## src/rtl/char_lcd_write_formatter_defines.svh

```systemverilog
// Assertion macros shared by the character-LCD write formatter RTL.
// Depends on nothing; included by files that carry concurrent checks.
`ifndef CHAR_LCD_WRITE_FORMATTER_DEFINES_SVH
`define CHAR_LCD_WRITE_FORMATTER_DEFINES_SVH

// Property checked at every rising edge, off while reset is asserted.
`define LCDF_ASSERT(lbl, clk, rst_n, prop, msg) \
    lbl: assert property (@(posedge clk) disable iff (!(rst_n)) (prop)) else $error(msg);

// Condition that must never be seen outside reset.
`define LCDF_ASSERT_NEVER(lbl, clk, rst_n, cond, msg) \
    `LCDF_ASSERT(lbl, clk, rst_n, !(cond), msg)

`endif

```

## src/rtl/lcdf_pkg.sv

```systemverilog
// Package for the character-LCD write formatter: payload and control types,
// request codes and LCD constants. Depends on nothing.
`timescale 1ns / 1ps
`default_nettype none

package lcdf_pkg;

    // request codes
    localparam logic [2:0] CMD_DATA = 3'd0;
    localparam logic [2:0] CMD_CTRL = 3'd1;
    localparam logic [2:0] CMD_INIT = 3'd2;
    localparam logic [2:0] CMD_NUM  = 3'd3;
    localparam logic [2:0] CMD_POS  = 3'd4;

    localparam int MAG_W       = 32;
    localparam int NUM_DIGITS  = 10;
    localparam int BCD_W       = 4 * NUM_DIGITS;
    localparam int CONV_STEPS  = MAG_W;
    localparam int CNT_W       = $clog2(CONV_STEPS);
    localparam int DIG_W       = $clog2(NUM_DIGITS + 1);
    localparam int INIT_LEN    = 4;

    localparam logic [7:0] CHAR_ZERO  = 8'h30;
    localparam logic [7:0] CHAR_MINUS = 8'h2D;
    localparam logic [7:0] ROW0_BASE  = 8'h80;
    localparam logic [7:0] ROW1_BASE  = 8'hC0;

    typedef struct packed {
        logic [2:0]        cmd;
        logic [7:0]        byte_value;
        logic signed [31:0] number;
        logic [1:0]        row;
        logic [5:0]        col;
    } t_req;

    typedef struct packed {
        logic       is_data;
        logic [7:0] write_byte;
        logic       last;
    } t_result;

    // controller -> datapath
    typedef struct packed {
        logic load;
        logic conv;
        logic skip;
        logic emit;
    } t_dp_cmd;

    // datapath -> controller
    typedef struct packed {
        logic in_is_num;
        logic in_has_out;
        logic conv_last;
        logic skip_more;
        logic emit_last;
    } t_dp_status;

    // function set, display on, clear, entry mode
    function automatic logic [7:0] init_byte(input logic [1:0] idx);
        logic [7:0] b;
        case (idx)
            2'd0:    b = 8'h38;
            2'd1:    b = 8'h0C;
            2'd2:    b = 8'h01;
            default: b = 8'h06;
        endcase
        return b;
    endfunction

endpackage

`default_nettype wire

```

## src/rtl/char_lcd_write_formatter.sv

```systemverilog
// Top level of the character-LCD write formatter: controller plus datapath.
// Depends on lcdf_pkg, lcdf_ctrl, lcdf_dp.
//
// channel   direction  handshake          payload
// request   in         i_start & !o_busy  i_req    (t_req)
// write     out        o_strobe, 1 cycle  o_result (t_result)
//
// Data and command requests: accept cycle, then a single write. Cursor requests
// write once for rows 0 and 1, never for rows 2 and 3. Init: four writes on consecutive cycles after the accept cycle.
// Number: shift-add-3 conversion of all 32 magnitude bits, up to 9 leading-zero
// strips and one more check step, then one write per cycle (up to 11, the minus
// sign included); busy from the accept until the last write is issued.
// Each write appears in the cycle after its emit step, from the output register.
// Reset is synchronous active low and returns to idle with no strobe pending.
// Writes cannot be stalled; busy stays high until the last write is issued.
`timescale 1ns / 1ps
`default_nettype none

`include "char_lcd_write_formatter_defines.svh"

module char_lcd_write_formatter (
    input  wire                i_clk,
    input  wire                i_rst_n,
    input  wire                i_start,
    input  lcdf_pkg::t_req     i_req,
    output logic               o_busy,
    output logic               o_strobe,
    output lcdf_pkg::t_result  o_result
);
    import lcdf_pkg::*;

    t_dp_cmd    dp_cmd;
    t_dp_status dp_status;

    lcdf_ctrl u_ctrl (
        .i_clk    (i_clk),
        .i_rst_n  (i_rst_n),
        .i_start  (i_start),
        .i_status (dp_status),
        .o_dp_cmd (dp_cmd),
        .o_busy   (o_busy)
    );

    lcdf_dp u_dp (
        .i_clk    (i_clk),
        .i_rst_n  (i_rst_n),
        .i_req    (i_req),
        .i_dp_cmd (dp_cmd),
        .o_status (dp_status),
        .o_strobe (o_strobe),
        .o_result (o_result)
    );

    // a new item never yields a write in the cycle right after it is taken
    `LCDF_ASSERT(a_gap_after_accept, i_clk, i_rst_n, (i_start && !o_busy) |=> !o_strobe, "write strobed right after accept")
    `LCDF_ASSERT(a_gap_after_last, i_clk, i_rst_n, (o_strobe && o_result.last) |=> !o_strobe, "write strobed right after last of a run")

endmodule

`default_nettype wire

```

## src/rtl/lcdf_ctrl.sv

```systemverilog
// Sequencer of the LCD write formatter: converts, strips leading zeros, emits.
// Depends on lcdf_pkg; drives lcdf_dp through t_dp_cmd / t_dp_status.
`timescale 1ns / 1ps
`default_nettype none

module lcdf_ctrl (
    input  wire                  i_clk,
    input  wire                  i_rst_n,
    input  wire                  i_start,
    input  lcdf_pkg::t_dp_status i_status,
    output lcdf_pkg::t_dp_cmd    o_dp_cmd,
    output logic                 o_busy
);
    import lcdf_pkg::*;

    typedef enum logic [3:0] {
        S_IDLE = 4'b0001,
        S_CONV = 4'b0010,
        S_SKIP = 4'b0100,
        S_EMIT = 4'b1000
    } t_state;

    t_state r_state, n_state;

    always_ff @(posedge i_clk) begin
        if (!i_rst_n) begin
            r_state <= S_IDLE;
        end else begin
            r_state <= n_state;
        end
    end

    always_comb begin
        n_state  = r_state;
        o_dp_cmd = '0;
        case (r_state)
            S_IDLE: begin
                if (i_start) begin
                    o_dp_cmd.load = 1'b1;
                    if (i_status.in_is_num) begin
                        n_state = S_CONV;
                    end else if (i_status.in_has_out) begin
                        n_state = S_EMIT;
                    end
                end
            end
            S_CONV: begin
                o_dp_cmd.conv = 1'b1;
                if (i_status.conv_last) begin
                    n_state = S_SKIP;
                end
            end
            S_SKIP: begin
                if (i_status.skip_more) begin
                    o_dp_cmd.skip = 1'b1;
                end else begin
                    n_state = S_EMIT;
                end
            end
            S_EMIT: begin
                o_dp_cmd.emit = 1'b1;
                if (i_status.emit_last) begin
                    n_state = S_IDLE;
                end
            end
            default: begin
                n_state = S_IDLE;
            end
        endcase
    end

    assign o_busy = (r_state != S_IDLE);

endmodule

`default_nettype wire

```

## src/rtl/lcdf_dp.sv

```systemverilog
// Datapath of the LCD write formatter: request latch, shift-add-3 binary to
// BCD converter, digit shifter and registered result. Depends on lcdf_pkg.
`timescale 1ns / 1ps
`default_nettype none

`include "char_lcd_write_formatter_defines.svh"

module lcdf_dp (
    input  wire                  i_clk,
    input  wire                  i_rst_n,
    input  lcdf_pkg::t_req       i_req,
    input  lcdf_pkg::t_dp_cmd    i_dp_cmd,
    output lcdf_pkg::t_dp_status o_status,
    output logic                 o_strobe,
    output lcdf_pkg::t_result    o_result
);
    import lcdf_pkg::*;

    logic [2:0]       r_cmd;
    logic [7:0]       r_byte;
    logic [1:0]       r_row;
    logic [5:0]       r_col;
    logic             r_neg;
    logic [MAG_W-1:0] r_mag;
    logic [BCD_W-1:0] r_bcd;
    logic [CNT_W-1:0] r_cnt;
    logic [DIG_W-1:0] r_dig_left;
    logic             r_out_valid;
    t_result          r_out;

    logic [BCD_W-1:0] adj_bcd;
    logic [MAG_W-1:0] in_mag;
    t_result          n_out;
    logic             top_zero;
    logic             emit_last;

    assign top_zero = (r_bcd[BCD_W-1 -: 4] == 4'd0);

    // status for the controller
    always_comb begin
        o_status.in_is_num  = (i_req.cmd == CMD_NUM);
        o_status.in_has_out = (i_req.cmd inside {CMD_DATA, CMD_CTRL, CMD_INIT})
                            || (i_req.cmd == CMD_POS && !i_req.row[1]);
        o_status.conv_last  = (r_cnt == CNT_W'(CONV_STEPS - 1));
        o_status.skip_more  = top_zero && (r_dig_left > DIG_W'(1));
        o_status.emit_last  = emit_last;
    end

    assign in_mag = i_req.number[31] ? (MAG_W'(0) - MAG_W'(i_req.number))
                                     : MAG_W'(i_req.number);

    // add 3 to every digit of five or more before the shift
    always_comb begin
        for (int d = 0; d < NUM_DIGITS; d++) begin
            adj_bcd[4*d +: 4] = (r_bcd[4*d +: 4] >= 4'd5) ? r_bcd[4*d +: 4] + 4'd3
                                                          : r_bcd[4*d +: 4];
        end
    end

    always_comb begin
        n_out = '0;
        emit_last = 1'b1;
        case (r_cmd)
            CMD_DATA: begin
                n_out.is_data    = 1'b1;
                n_out.write_byte = r_byte;
            end
            CMD_CTRL: begin
                n_out.write_byte = r_byte;
            end
            CMD_INIT: begin
                n_out.write_byte = init_byte(r_cnt[1:0]);
                emit_last        = (r_cnt[1:0] == 2'(INIT_LEN - 1));
            end
            CMD_NUM: begin
                n_out.is_data = 1'b1;
                if (r_neg) begin
                    n_out.write_byte = CHAR_MINUS;
                    emit_last        = 1'b0;
                end else begin
                    n_out.write_byte = CHAR_ZERO | {4'd0, r_bcd[BCD_W-1 -: 4]};
                    emit_last        = (r_dig_left == DIG_W'(1));
                end
            end
            CMD_POS: begin
                n_out.write_byte = (r_row[0] ? ROW1_BASE : ROW0_BASE) + {2'd0, r_col};
            end
            default: begin
                n_out = '0;
            end
        endcase
        n_out.last = emit_last;
    end

    always_ff @(posedge i_clk) begin
        if (i_dp_cmd.load) begin
            r_cmd      <= i_req.cmd;
            r_byte     <= i_req.byte_value;
            r_row      <= i_req.row;
            r_col      <= i_req.col;
            r_neg      <= i_req.number[31];
            r_mag      <= in_mag;
            r_bcd      <= '0;
            r_cnt      <= '0;
            r_dig_left <= DIG_W'(NUM_DIGITS);
        end else if (i_dp_cmd.conv) begin
            r_bcd <= {adj_bcd[BCD_W-2:0], r_mag[MAG_W-1]};
            r_mag <= {r_mag[MAG_W-2:0], 1'b0};
            r_cnt <= r_cnt + CNT_W'(1);
        end else if (i_dp_cmd.skip) begin
            r_bcd      <= {r_bcd[BCD_W-5:0], 4'd0};
            r_dig_left <= r_dig_left - DIG_W'(1);
        end else if (i_dp_cmd.emit) begin
            r_cnt <= r_cnt + CNT_W'(1);
            if (r_cmd == CMD_NUM) begin
                if (r_neg) begin
                    r_neg <= 1'b0;
                end else begin
                    r_bcd      <= {r_bcd[BCD_W-5:0], 4'd0};
                    r_dig_left <= r_dig_left - DIG_W'(1);
                end
            end
        end
        if (i_dp_cmd.emit) begin
            r_out <= n_out;
        end
    end

    always_ff @(posedge i_clk) begin
        if (!i_rst_n) begin
            r_out_valid <= 1'b0;
        end else begin
            r_out_valid <= i_dp_cmd.emit;
        end
    end

    assign o_strobe = r_out_valid;
    assign o_result = r_out;

    `LCDF_ASSERT(a_digit_left, i_clk, i_rst_n, (i_dp_cmd.emit && r_cmd == CMD_NUM && !r_neg) |-> (r_dig_left != '0), "digit emitted with no digits left")
    `LCDF_ASSERT(a_skip_keeps_one, i_clk, i_rst_n, i_dp_cmd.skip |-> (top_zero && r_dig_left > DIG_W'(1)), "leading-zero strip would drop the last digit")
    `LCDF_ASSERT_NEVER(a_one_cmd, i_clk, i_rst_n, !$onehot0(i_dp_cmd), "more than one datapath command at once")

endmodule

`default_nettype wire

```

## config.mk

```make
export PLATFORM = sky130hd
export DESIGN_NAME = char_lcd_write_formatter
export DESIGN_NICKNAME = d
export VERILOG_FILES = /design/src/rtl/lcdf_pkg.sv /design/src/rtl/char_lcd_write_formatter.sv /design/src/rtl/lcdf_ctrl.sv /design/src/rtl/lcdf_dp.sv
export VERILOG_INCLUDE_DIRS = /design/src /design/src/rtl
export SDC_FILE = /design/constraint.sdc
export NUM_CORES = 1
export LEC_CHECK = 0
export BUFFER_PORTS_ARGS = -buffer_cell sky130_fd_sc_hd__clkbuf_2
export CAP_MARGIN = 10
export CORE_ASPECT_RATIO = 1.75
export CORE_UTILIZATION = 45
export DETAILED_ROUTE_END_ITERATION = 10
export PLACE_DENSITY_LB_ADDON = 0.05
export SLEW_MARGIN = 5
export SYNTH_ARGS = -nofsm -noshare
export SYNTH_HDL_FRONTEND = slang
export SYNTH_SLANG_ARGS = --single-unit
```

## constraint.sdc

```tcl
create_clock -name i_clk -period 2.44 [get_ports i_clk]
set_input_delay 0 -clock i_clk [delete_from_list [all_inputs] [get_ports i_clk]]
set_output_delay 0 -clock i_clk [all_outputs]
set_load 0.02 [all_outputs]
```

==> results.yml <==
run_status:
  status: "completed"
timing:
  tns_ps: 0
  slew_headroom_pct: 59.0
  finalSetupViolCount: 0
  rsz0062_at_grt: "false"
  period_needed_ps: 2210
  fin_ws_ps: 232
  finalHoldViolCount: 0
  fin_skew_ps: 8.77
  drv_slew: 0
  period_share_pct: 90.5
  worst_pin_slew_ps: 616
  max_freq_mhz: 453
cells_and_area:
  fillers: 1302
  final_cell_mix: "nand2_1, clkbuf_2, edfxtp_1"
  drive_gt1_share_pct: 16.9
  syn_to_final_growth_pct: 22.8
  layout_commonest_cell: "nand2_1"
  fin_area_sq_mm: 0.00799
  nets: 868
  antennaDiodeCount: 0
clock_tree:
  clk_pin_slew_worst_paths_ps: 60
  clock_latency_ps: 410
  htree_levels: 4
  cts_buffers: 17
  cts_root_buf: "clkbuf_16"
  cts_setup_buffers: 0
  clock_sinks: 115
  tritoncts: "built"
  clk_path_buf_depth: 2
critical_path:
  r2r-start: "u_ctrl.r_state[1]"
  worstRegToRegCells: 5
  reg2reg_slack_ps: 380
  worstPathRequired_ps: 2590
  end_kind: "register"
  worstSetupStartpointType: "input pin"
  crit_type: "in2reg"
  rr_endpoint: "u_dp.r_bcd[8]"
  startpoint: "i_req[8]"
  cp-endpoint: "u_dp.r_mag[30]"
  crit_fanout: 6
  crit_arrival_ps: 2360
grt:
  grtUsageTotal_pct: 21.4
  grt_remaining_overflow: 0
  antenna_found_initial: 0
  grt_start_max_net_pins: 64
  grt_pass1_wl_mm: 25.4
  first_global_vias: 5487
drt:
  postRouteAntennaNets: 0
  drt_pass1_iterations: 4
  wl_per_cell_microns: 15.6
  drc: 0
  vias: 5382
  via_per_inst: 5.53
  dr.first_iter.drc_count: 152
  drt_wl_total_mm: 15.2
synthesis:
  syn_area_per_cell_sq_um: 9.54
  async_flop_share_pct: 0
  synth.area.top_cells: "edfxtp_1, dfxtp_1, ha_1"
  syn_inst: 682
  synth_area_sq_mm: 0.00651
  synth_edf_count: 61
  synth-seq-cells: 115
  synth_top_area_share_pct: 28.1
  syn-num-nets: 766
  yosysWarnings: 0
  yosysSeqAreaShare_pct: 44.8
  synthDistinctLibCells: 56
  synthFlopType: "edfxtp_1"
  yosys.area.top_type: "edfxtp_1"
floorplanning:
  die_area_sq_mm: 0.0150
  core-area_sq_mm: 0.0140
  ios: 66
  die_y_microns: 161
  initial_utilization_pct: 46.6
  rows: 57
  fp.dieW_microns: 92.9
placement:
  portBuffers: 65
  dp_hpwl_mm: 11.0
  place_ws_ps: 377
  gp_congestion: 0.778
  placed_cell_area_sq_mm: 0.00712
power_and_ir_drop:
  cellLeakagePower_nw: 3.05
  ir_drop_uv: 522
  power_density_mw_per_mm2: 715
worst_hold_path:
  hold_path.class: "in2reg"
  hp-start: "i_req[33]"
job:
  maxCapViolations: 0
power by group:
group	switching [mW]	internal (mW)	leakage [nW]
registers	0.0952	2.32	1.02
logic	0.515	0.335	1.76
clock network	0.937	1.51	0.270
total	1.55	4.17	3.05
synth_stat cells, types with 11 or more instances:
| cell type | number |
|---|---|
| a211oi_1 | 27 |
| o32ai_1 | 11 |
| ha_1 | 30 |
| clkbuf_1 | 20 |
| nand2_1 | 73 |
| nand2b_1 | 11 |
| mux2i_1 | 14 |
| dfxtp_1 | 54 |
| o21ai_0 | 46 |
| xnor2_1 | 13 |
| a22oi_1 | 16 |
| xor2_1 | 30 |
| a31oi_1 | 12 |
| nor2_1 | 47 |
| inv_1 | 41 |
| a21oi_1 | 45 |
| edfxtp_1 | 61 |
routing by layer:
layer,GRT usage [%],vias to the layer above,part of all wire (%)
li1,-,2728,-
met3,3.95,29,2.6
met1,21.8,2535,38
met4,8.18,0,2.1
met2,41.8,90,57
met5,0,-,0
final cells by class:
| type | count | area (sq um) | share of cell area, % |
|---|---|---|---|
| inverters | 41 | 154 | 1.93 |
| flip-flops and latches | 115 | 2910 | 36.4 |
| well taps | 177 | 221 | 2.77 |
| multi-input cells | 494 | 3300 | 41.3 |
| repair buffers | 115 | 823 | 10.3 |
| clock buffers | 18 | 429 | 5.37 |
| clock inverters | 14 | 155 | 1.94 |
through the flow:
stage | power, mW | utilization, % | instances | hold slack (ps)
2_1_floorplan | 2.96 | - | 682 | 98.9
3_3_place_gp | 3.27 | 50.9 | 913 | 178
3_5_place_dp | 3.29 | 50.9 | 913 | 179
4_1_cts | 5.78 | 57.2 | 974 | 0.759
5_1_grt | 5.98 | 57.2 | 974 | 25.2
6_report | 5.72 | 57.2 | 974 | 11.2
how the worst min path moves through the flow:
| stage | to | slack (ps) | cells past startpoint |
|---|---|---|---|
| after floorplan | u_dp.r_byte[0] | 100 | 0 |
| after global placement | u_dp.r_byte[4] | 180 | 1 |
| after detailed placement | u_dp.r_byte[4] | 180 | 1 |
| after CTS | u_dp.r_mag[15] | 0.8 | 3 |
| after global routing | u_dp.r_mag[15] | 30 | 3 |
| final | u_dp.r_mag[25] | 10 | 3 |
worst max-delay path, stage by stage:
cell	delay, ps
dlygate4sd3_1	540
clkbuf_2	130
inv_1	90
ha_1	190
nor3b_1	410
nand4b_2	330
o41ai_2	420
xor2_1	180
o21ai_1	70
flip-flops by register name, indices dropped and copies added (netlist names):
register,count
u_ctrl.r_state,4
u_dp.o_result,10
u_dp.o_strobe,1
u_dp.r_bcd,40
u_dp.r_byte,8
u_dp.r_cmd,3
u_dp.r_cnt,5
u_dp.r_col,6
u_dp.r_dig_left,4
u_dp.r_mag,32
u_dp.r_neg,1
u_dp.r_row,1
logic make-up after synthesis:
logic type               count (synthesis)  share of synthesized area [%]
AND/OR/NAND/NOR                        204                           16.3
multiplexers                            15                           2.33
adder cells (fa/ha/maj)                 30                           5.77
AO/OA/AOI/OAI                          202                           20.4
flip-flops                             115                           44.8
XOR/XNOR                                43                           5.79
buffers and inverters                   73                           4.71
what timing repair did:
action                    4_1_cts  5_1_grt
hold buffers                   29        0
hold endpoints to repair       32        0
resized for setup               0        0
Note: power is estimated with default switching activity, not from simulation.
